`config.mk`:
```
export PLATFORM = sky130hd
export DESIGN_NAME = bti_controller
export DESIGN_NICKNAME = d
export VERILOG_FILES = /design/src/hdl/bilinear_table_interpolator_defines.svh /design/src/hdl/bti_pkg.sv /design/src/hdl/bti_controller.sv
export SDC_FILE = /design/constraint.sdc
export NUM_CORES = 1
export LEC_CHECK = 0
export BUFFER_PORTS_ARGS = -buffer_cell sky130_fd_sc_hd__clkbuf_2
export CORE_ASPECT_RATIO = 0.5
export CORE_MARGIN = 2
export CORE_UTILIZATION = 36
export DETAILED_ROUTE_END_ITERATION = 16
export GPL_TIMING_DRIVEN = 1
export PLACE_DENSITY = 0.64
export SLEW_MARGIN = 20
export SYNTH_ARGS = -nofsm -noshare
export SYNTH_HDL_FRONTEND = slang
export SYNTH_SLANG_ARGS = --single-unit
```
`constraint.sdc`:
```
create_clock -name clk -period 3.8 [get_ports clk]
set_clock_uncertainty 0.2 [all_clocks]
set_input_delay 0.95 -clock clk [delete_from_list [all_inputs] [get_ports clk]]
set_output_delay 0.95 -clock clk [all_outputs]
set_load 0.03 [all_outputs]
```
`src/hdl/bilinear_table_interpolator_defines.svh`:
```
// Assertion macros shared by the interpolator.
`ifndef BILINEAR_TABLE_INTERPOLATOR_DEFINES_SVH
`define BILINEAR_TABLE_INTERPOLATOR_DEFINES_SVH

// Implication checked on every clock edge while out of reset.
`define BTI_ASSERT_IMPL(label, ante, cons) \
    label: assert property (@(posedge clk) disable iff (!rst_n) (ante) |-> (cons)) \
        else $error("assertion failed");

// Implication whose consequent is checked in the cycle after the antecedent.
`define BTI_ASSERT_NEXT(label, ante, cons) \
    label: assert property (@(posedge clk) disable iff (!rst_n) (ante) |=> (cons)) \
        else $error("assertion failed");

`endif

```
`src/hdl/bti_pkg.sv`:
```
package bti_pkg;
    localparam logic [1:0] ACT_WRITE_WL    = 2'd0;
    localparam logic [1:0] ACT_WRITE_ANGLE = 2'd1;
    localparam logic [1:0] ACT_WRITE_ENTRY = 2'd2;
    localparam logic [1:0] ACT_QUERY       = 2'd3;

    localparam logic [1:0] CFG_WL_COUNT    = 2'd0;
    localparam logic [1:0] CFG_ANGLE_COUNT = 2'd1;
    localparam logic [1:0] CFG_TABLE_READY = 2'd2;

    localparam int WL_W    = 20;
    localparam int ANG_W   = 16;
    localparam int ENTRY_W = 18;
    localparam int EFF_W   = 17;
    localparam int FRAC_W  = 17;
    localparam logic [16:0] ONE_Q16 = 17'd65536;

    // Datapath commands issued by the controller.
    typedef enum logic [3:0] {
        CMD_NONE,
        CMD_LOAD,
        CMD_CLAMP,
        CMD_SEARCH_RD,
        CMD_SEARCH_CMP,
        CMD_CELL_RD,
        CMD_CELL_LATCH,
        CMD_DIV_INIT,
        CMD_DIV_STEP,
        CMD_CORNER_RD,
        CMD_CORNER_ACC,
        CMD_MUL_A,
        CMD_MUL_B,
        CMD_FINISH
    } dp_cmd_t;

    typedef struct packed {
        dp_cmd_t    cmd;
        logic       axis;     // 0 wavelength, 1 angle
        logic [1:0] corner;   // corner for table reads
    } dp_ctrl_t;

    typedef struct packed {
        logic search_done;
        logic div_done;
    } dp_stat_t;
endpackage

```
`src/hdl/bti_controller.sv`:
```
module bti_controller
    import bti_pkg::*;
#(
    parameter int TA = 12
) (
    input  logic          clk,
    input  logic          rst_n,
    input  logic          start,
    input  logic [1:0]    action,
    input  logic          table_ready,
    input  dp_stat_t      stat,
    output dp_ctrl_t      ctrl,
    output logic          busy,
    output logic          wr_en,
    output logic          done,
    output logic          zero_out,
    output logic          clear_en,
    output logic [TA-1:0] clear_addr
);
    typedef enum logic [3:0] {
        S_CLEAR, S_IDLE, S_CLAMP, S_SRD, S_SCMP, S_CELL, S_CLATCH,
        S_DINIT, S_DSTEP, S_CRD, S_MA, S_MB, S_ACC, S_DONE
    } state_t;

    state_t state_reg;
    logic axis_reg;
    logic [1:0] corner_reg;
    logic [1:0] cnt_reg;
    logic [TA-1:0] clr_reg;
    logic done_reg, zero_reg;

    assign busy       = (state_reg != S_IDLE);
    assign wr_en      = (state_reg == S_IDLE) && start && action != ACT_QUERY;
    assign done       = done_reg;
    assign zero_out   = zero_reg;
    assign clear_en   = (state_reg == S_CLEAR);
    assign clear_addr = clr_reg;

    // Command decode per state.
    always_comb
    begin
        ctrl.axis   = axis_reg;
        ctrl.corner = corner_reg;
        unique case (state_reg)
            S_IDLE:   ctrl.cmd = (start && action == ACT_QUERY) ? CMD_LOAD : CMD_NONE;
            S_CLAMP:  ctrl.cmd = CMD_CLAMP;
            S_SRD:    ctrl.cmd = CMD_SEARCH_RD;
            S_SCMP:   ctrl.cmd = CMD_SEARCH_CMP;
            S_CELL:   ctrl.cmd = CMD_CELL_RD;
            S_CLATCH: ctrl.cmd = CMD_CELL_LATCH;
            S_DINIT:  ctrl.cmd = CMD_DIV_INIT;
            S_DSTEP:  ctrl.cmd = CMD_DIV_STEP;
            S_CRD:    ctrl.cmd = CMD_CORNER_RD;
            S_MA:     ctrl.cmd = CMD_MUL_A;
            S_MB:     ctrl.cmd = CMD_MUL_B;
            S_ACC:    ctrl.cmd = CMD_CORNER_ACC;
            S_DONE:   ctrl.cmd = CMD_FINISH;
            default:  ctrl.cmd = CMD_NONE;
        endcase
    end

    // Sequencer.
    always_ff @(posedge clk or negedge rst_n)
    begin
        if (!rst_n)
        begin
            state_reg  <= S_CLEAR;
            axis_reg   <= 1'b0;
            corner_reg <= '0;
            cnt_reg    <= '0;
            clr_reg    <= '0;
            done_reg   <= 1'b0;
            zero_reg   <= 1'b0;
        end
        else
        begin
            done_reg <= 1'b0;
            zero_reg <= 1'b0;
            unique case (state_reg)
                S_CLEAR:
                begin
                    clr_reg <= clr_reg + TA'(1);
                    if (clr_reg == '1)
                        state_reg <= S_IDLE;
                end
                S_IDLE:
                    if (start && action == ACT_QUERY)
                    begin
                        if (!table_ready)
                        begin
                            done_reg <= 1'b1;
                            zero_reg <= 1'b1;
                        end
                        else
                        begin
                            axis_reg  <= 1'b0;
                            cnt_reg   <= '0;
                            state_reg <= S_CLAMP;
                        end
                    end
                S_CLAMP:
                begin
                    cnt_reg <= cnt_reg + 2'd1;
                    if (cnt_reg == 2'd2)
                    begin
                        cnt_reg   <= '0;
                        state_reg <= S_SRD;
                    end
                end
                S_SRD:
                    state_reg <= S_SCMP;
                S_SCMP:
                    state_reg <= S_SRD;
                S_CELL:
                begin
                    cnt_reg <= cnt_reg + 2'd1;
                    if (cnt_reg == 2'd2)
                    begin
                        cnt_reg   <= '0;
                        state_reg <= S_CLATCH;
                    end
                end
                S_CLATCH:
                    state_reg <= S_DINIT;
                S_DINIT:
                    state_reg <= S_DSTEP;
                S_DSTEP:
                    if (stat.div_done)
                    begin
                        if (!axis_reg)
                        begin
                            axis_reg  <= 1'b1;
                            state_reg <= S_CLAMP;
                        end
                        else
                        begin
                            corner_reg <= '0;
                            state_reg  <= S_CRD;
                        end
                    end
                S_CRD:
                    state_reg <= S_MA;
                S_MA:
                    state_reg <= S_MB;
                S_MB:
                    state_reg <= S_ACC;
                S_ACC:
                begin
                    corner_reg <= corner_reg + 2'd1;
                    state_reg  <= (corner_reg == 2'd3) ? S_DONE : S_CRD;
                end
                S_DONE:
                begin
                    done_reg  <= 1'b1;
                    state_reg <= S_IDLE;
                end
                default:
                    state_reg <= S_IDLE;
            endcase
            // Search loop exit once the range is empty.
            if (state_reg == S_SRD && stat.search_done)
                state_reg <= S_CELL;
        end
    end
endmodule
```
==> results.py, run 1 <==
metrics = {
    "status": {
        "outcome": "finished, final reports clean",
    },
    "worst_setup_path": {
        "path_max_fanout": 18,
        "arrival_ps": 1970,
        "end_kind": "output port",
        "max_stage_delay_ps": 630,
        "worst_ep_required_time_ps": 2650,
        "critPathSlowestCell": "nor4b_1",
        "path_class": "reg -> out",
        "cp_top_family": "simple AND/OR/NAND/NOR gates",
        "crit_chain": "nor4b_1 -> and3_1 -> clkbuf_2",
        "start_kind": "flip-flop",
        "critical_path_buf_inv_count": 1,
    },
    "grt": {
        "antenna_found_initial": 0,
        "grt_max_degree": 24,
        "grt_remaining_overflow": 0,
        "track_usage_pct": 14.41,
        "grt_pass1_vias": 993,
        "grt_pass1_wl_um": 4560,
    },
    "clock_tree": {
        "cts_hold_buffers": 0,
        "htree_levels": 1,
        "cts_setup_buffers": 0,
        "cts.sinks": 23,
        "clkTransAtPathRegs_ps": 90,
        "clk_latency_ps": 270,
        "cts_tree": "yes",
        "cts-root-buf": "clkbuf_8",
        "cts.repair.resized": 0,
        "cts_max_path_buffers": 2,
        "cts_buffers": 3,
    },
    "route": {
        "drt-pass1-iter-count": 4,
        "post_drt_wl_per_cell_um": 12.53,
        "drt-initial-drc-count": 33,
        "routed_wl_um": 2731,
        "ant_nets": 0,
        "drt-vias-per-instance": 5.041,
        "drc": 0,
        "dr_total_vias": 1099,
    },
    "timing": {
        "fmax_mhz": 320.0,
        "rsz0062_at_grt": "false",
        "tightestPinTransition_ps": 630.9,
        "timing.final.crit_share_pct": 82.23,
        "tns_ps": 0,
        "relSlewSlack_pct": 57.94,
        "whs_ps": 297.8,
        "drv_slew": 0,
        "finalCriticalPeriod_ps": 3125,
        "finalHoldViolCount": 0,
        "finalSetupViolCount": 0,
    },
    "floorplanning": {
        "rows": 15,
        "die_h_um": 46.74,
        "die_w_um": 89.47,
        "start_util_pct": 37.87,
        "io_pins": 32,
        "fp.dieArea_um2": 4181,
        "coreArea_um2": 3472,
    },
    "hold_path": {
        "hp-class": "reg -> reg",
    },
    "layout": {
        "final_common_cell": "clkbuf_2",
        "regArea_um2": 575.6,
        "syn2layout_area_growth_pct": 17.51,
        "fillers": 348,
        "fin_nets": 178,
        "multi_input_area_um2": 674.4,
        "mostFrequentLayoutCells": "clkbuf_2, dfrtp_1, nand2_1, nor2_1, nand3_1",
        "diodes": 0,
        "largest_reg_flops": 12,
        "drive_gt1_share_pct": 25.75,
    },
    "placed_design": {
        "gp_congestion": 0.7998,
        "hpwl_um": 1996,
        "io_buffers": 31,
    },
    "power_and_ir_drop": {
        "powerDensity_nw_per_um2": 778.4,
        "p_leak_uw": 0.0007560,
        "irDropWorstVdd_uv": 282.0,
    },
    "synthesis": {
        "synth.cell_area_um2": 1315,
        "avgSynthCellArea_um2": 9.529,
        "yosysWarnings": 0,
        "ys_seq_area_share_pct": 43.77,
        "synth-seq-cells": 23,
        "synth.distinct_cells": 37,
        "syn_inst": 138,
        "syn_nets": 148,
    },
    "run": {
        "maxCapViolations": 0,
    },
}
-- worst register-to-register path: stages, from the launching register on --
cell	delay, ps
dfrtp_1	620
nor4b_1	640
nand2_1	160
o2111a_2	230
mux2_4	300
-- final cells by class --
class	count	share of cell area (%)
flip-flops and latches	23	37.25
inverters	4	0.9717
clock buffers	3	2.672
repair buffers	33	11.01
well taps	51	4.130
clock inverters	1	0.3239
multi-input cells	103	43.64
-- routing by layer --
layer,GRT usage [%],up-vias,part of all wire (%)
li1,-,546,-
met2,23.70,26,47
met1,19.58,527,50
met3,3.163,0,3.8
met5,0,-,0
met4,4.478,0,0
-- power by group --
part           internal [uW]  switching (uW)  total (uW)
sequential               310             113         422
clock                   73.3            82.9         156
combinational            242             382         624
total                    625             578        1200
-- cells in the mapped netlist (all sizes together) --
library cell / count / area, um^2
nor4b: 2 / 17.52
mux2i: 4 / 40.04
a311oi: 1 / 8.760
nor4bb: 1 / 10.01
nor4: 1 / 21.27
a21boi: 1 / 7.510
buf: 4 / 35.03
o2111ai: 1 / 8.760
o31ai: 1 / 7.510
xor2: 4 / 35.03
nand2: 14 / 52.55
xnor2: 7 / 61.31
a21oi: 7 / 35.03
inv: 4 / 15.01
o2111a: 1 / 12.51
clkbuf: 4 / 15.01
o221ai: 1 / 8.760
mux2: 2 / 26.27
nor2b: 3 / 18.77
nand2b: 3 / 18.77
nor3: 2 / 10.01
or2: 1 / 6.260
o211ai: 2 / 15.01
nor2: 10 / 37.54
a21bo: 1 / 10.01
o21ai: 7 / 35.03
nand3: 8 / 40.04
nand4: 6 / 37.54
a21o: 2 / 15.01
ha: 2 / 25.02
dfrtp: 23 / 575.6
and3: 3 / 18.77
and2: 4 / 25.02
o41ai: 1 / 8.760
-- per-stage QoR --
| stage | setup WS, ps | power, uW | util [%] | std cells | instance area (um^2) |
|---|---|---|---|---|---|
| floorplan | 666.0 | 916.6 | - | 138 | 1315 |
| global placement | 822.0 | 1044 | 43.17 | 214 | 1499 |
| detailed placement | 818.2 | 1054 | 43.17 | 214 | 1499 |
| CTS | 674.5 | 1214 | 44.50 | 218 | 1545 |
| global route | 558.0 | 1301 | 44.50 | 218 | 1545 |
| finish | 675.4 | 1203 | 44.50 | 218 | 1545 |
-- logic make-up (layout without fill, tap and decap cells) --
kind of cell,count (synthesis),in the layout,share of synthesized area [%]
flip-flops,23,23,43.77
buffers and inverters,12,41,4.947
adder cells (fa/ha/maj),2,2,1.903
XOR/XNOR,11,11,7.326
AO/OA/AOI/OAI,26,26,13.13
multiplexers,6,6,5.043
AND/OR/NAND/NOR,58,58,23.88
-- final timing paths --
kind | start | slack, ps | cells after the start | endpoint
max | state_reg[1] | 680 | 3 | wr_en
min | clear_addr[10] | 300 | 1 | clear_addr[10]
max reg2reg | state_reg[1] | 1550 | 4 | state_reg[0]
min reg2reg | clear_addr[10] | 300 | 1 | clear_addr[10]
max in group asynchronous | rst_n | 2550 | 1 | clear_addr[3]
min in group asynchronous | rst_n | 460 | 1 | clear_addr[2]
Note: power is estimated with default switching activity, not from simulation.
==> run 2: changes to the inputs <==
--- a/config.mk
+++ b/config.mk
@@ -5,13 +5,14 @@
 export SDC_FILE = /design/constraint.sdc
 export NUM_CORES = 1
 export LEC_CHECK = 0
+export ABC_AREA = 1
 export BUFFER_PORTS_ARGS = -buffer_cell sky130_fd_sc_hd__clkbuf_2
 export CORE_ASPECT_RATIO = 0.5
 export CORE_MARGIN = 2
 export CORE_UTILIZATION = 36
 export DETAILED_ROUTE_END_ITERATION = 16
 export GPL_TIMING_DRIVEN = 1
-export PLACE_DENSITY = 0.64
+export PLACE_DENSITY = 0.65
 export SLEW_MARGIN = 20
 export SYNTH_ARGS = -nofsm -noshare
 export SYNTH_HDL_FRONTEND = slang
==> constraint.sdc (replaced) <==
create_clock -name clk -period 2.68 [get_ports clk]
set_clock_uncertainty 0.2 [all_clocks]
set_input_delay 0.67 -clock clk [delete_from_list [all_inputs] [get_ports clk]]
set_output_delay 0.67 -clock clk [all_outputs]
set_load 0.03 [all_outputs]
==> run 2 against run 1 <==
Net effect: sequential cell count is the same; largest power group unchanged; non-clock buffer count is the same; combinational power grew 50%; register-to-register slack lost 630 ps; die area grew 8.7%; routed wire length grew 9.9%; utilization shrank 1.2 points; total power grew 44%; largest cell class unchanged; count of clock-buffer cells in the layout grew 1; final cell count grew 22%; design area grew 8.3%; via count grew 14%; highest routed layer unchanged.
==> results.py, run 2 <==
metrics = {
    "grt": {
        "grt_pass1_wl_um": 5168,
        "grtUsageMet1_pct": 19.65,
        "grt_remaining_overflow": 0,
        "top_usage_layer": "met2",
        "grt_pass1_vias": 1142,
        "track_usage_pct": 14.14,
        "use_met2_pct": 21.46,
        "grt_max_degree": 24,
        "grt_util_met3_pct": 4.517,
        "antenna_found_initial": 0,
    },
    "synthesis": {
        "async_flop_share_pct": 100.0,
        "syn_inst": 181,
        "syn_nets": 191,
        "synth.cell_area_um2": 1438,
        "synth_top_area_cell": "dfrtp_1",
        "synth_flop_cell": "dfrtp_1",
        "synth-seq-cells": 23,
        "ys_seq_area_share_pct": 40.03,
        "post-synth-top-count-cell": "nand2_1",
        "synth.distinct_cells": 31,
        "avgSynthCellArea_um2": 7.943,
        "synth_edf_count": 0,
        "yosysWarnings": 0,
        "synth.area.top_cells": "dfrtp_1, nand2_1, nor2_1, nand3_1, xor2_1",
        "synthTopCellsByCount": "nand2_1, dfrtp_1, nor2_1, inv_1, nand3_1",
        "synth_top_cell_area_share_pct": 40.03,
    },
    "power_and_ir_drop": {
        "powerDensity_nw_per_um2": 1035,
        "switching_power_uw": 895.1,
        "p_clk_share_pct": 12.7,
        "pwr-share-comb_pct": 54.2,
        "p_leak_uw": 0.0008735,
        "power.internal_uw": 837.2,
        "power_frac_seq_pct": 33.0,
        "irDropWorstVdd_uv": 418.4,
        "swShare_pct": 51.67,
        "p_total_uw": 1732,
    },
    "timing": {
        "tns_ps": 0,
        "tightestPinTransition_ps": 605.2,
        "finalSetupViolCount": 0,
        "drv_slew": 0,
        "timing.final.crit_share_pct": 94.35,
        "relSlewSlack_pct": 59.65,
        "finalCriticalPeriod_ps": 2528,
        "finalHoldViolCount": 0,
        "fmax_mhz": 395.5,
        "rsz0062_at_grt": "false",
    },
    "placed_design": {
        "hpwl_um": 2277,
        "gp_congestion": 0.8715,
        "io_buffers": 31,
    },
    "worst_setup_path": {
        "crit_chain": "nor2_4 -> nand2_1 -> inv_1 -> nand3_1 -> nand4_1 -> clkbuf_2",
        "max_stage_delay_ps": 470,
        "path_class": "reg -> out",
        "end_kind": "output port",
        "path_max_fanout": 5,
        "critPathSlowestCell": "dfrtp_1",
        "start_kind": "flip-flop",
        "cp_top_family": "simple AND/OR/NAND/NOR gates",
        "worst_ep_required_time_ps": 1810,
        "critical_path_buf_inv_count": 2,
        "arrival_ps": 1660,
    },
    "layout": {
        "diodes": 0,
        "final_common_cell": "nand2_1",
        "mostFrequentLayoutCells": "nand2_1, clkbuf_2, nor2_1, dfrtp_1, inv_1",
        "drive_gt1_share_pct": 26.76,
        "syn2layout_area_growth_pct": 16.45,
        "largest_reg_flops": 12,
        "fillers": 401,
        "fin_nets": 224,
    },
    "route": {
        "ant_nets": 0,
        "drt-vias-per-instance": 4.708,
        "drt-pass1-iter-count": 7,
        "drc": 0,
        "routed_wl_um": 3001,
        "drt-initial-drc-count": 73,
        "dr_total_vias": 1257,
        "post_drt_wl_per_cell_um": 11.24,
    },
    "floorplanning": {
        "rows": 16,
        "fp.dieArea_um2": 4546,
        "die_w_um": 93.37,
        "start_util_pct": 37.21,
        "coreArea_um2": 3864,
        "die_h_um": 48.69,
        "io_pins": 32,
    },
    "clock_tree": {
        "cts_buffers": 3,
        "htree_levels": 1,
        "cts.sinks": 23,
        "cts_hold_buffers": 0,
        "cts_max_path_buffers": 2,
        "cts-root-buf": "clkbuf_8",
        "cts_tree": "yes",
        "clk_latency_ps": 270,
        "clkTransAtPathRegs_ps": 90,
    },
    "status": {
        "outcome": "finished, final reports clean",
    },
    "run": {
        "maxCapViolations": 0,
    },
    "hold_path": {
        "hp-class": "in -> async",
    },
}
## run 2: cell families after synthesis
group | synth area share (%)
AO/OA/AOI/OAI | 7.050
buffers and inverters | 8.876
AND/OR/NAND/NOR | 35.60
XOR/XNOR | 6.702
flip-flops | 40.03
adder cells (fa/ha/maj) | 1.740
## run 2: worst paths after layout
check	startpoint	cells after the start	endpoint	slack (ps)
worst min register to register	cnt_reg[1]	2	cnt_reg[1]	280
worst max-delay path	state_reg[3]	6	ctrl[3]	150
worst min-delay path	rst_n	1	clear_addr[8]	190
max in group asynchronous	rst_n	1	state_reg[0]	1660
worst max register to register	state_reg[1]	6	clear_addr[10]	920
min in group clk	cnt_reg[1]	2	cnt_reg[1]	280
## run 2: power by group through the flow
stage               Clock (uW)  Combinational, uW  Sequential (uW)
detailed placement           0                910              582
finish                     221                939              572
CTS                        227                916              575
global route               240               1050              591
global placement             0                903              576
floorplan                    0                691              621
## run 2: area by class of cell
| type | instances | area, um^2 | area share, % |
|---|---|---|---|
| clock buffer | 4 | 45.04 | 2.691 |
| sequential | 23 | 578.1 | 34.53 |
| tap | 54 | 67.56 | 4.036 |
| inverter | 21 | 78.83 | 4.709 |
| multi-input combinational | 132 | 734.5 | 43.87 |
| timing repair buffer | 33 | 170.2 | 10.16 |
## run 2: metrics by stage
stage / cells / util, % / area, um^2 / setup WS, ps / hold slack (ps)
5_1_grt: 267 / 43.33 / 1674 / 0.8320 / 241.0
4_1_cts: 265 / 42.88 / 1657 / 48.89 / 213.7
3_5_place_dp: 261 / 41.71 / 1612 / 356.3 / 269.7
6_report: 267 / 43.33 / 1674 / 151.5 / 193.5
3_3_place_gp: 261 / 41.71 / 1612 / 422.1 / 256.8
2_1_floorplan: 181 / - / 1438 / 279.4 / 174.4
## run 2: per-layer routing
| layer | wire length [um] | share of wire, % |
|---|---|---|
| met1 | 1482 | 49 |
| met2 | 1332 | 44 |
| met3 | 186 | 6.2 |
| met4 | 0 | 0 |
| met5 | 0 | 0 |
## run 2: timing repair
action,in CTS,in global routing
endpoints found under the setup margin,0,2
setup buffers,0,2
gates resized for setup,0,2
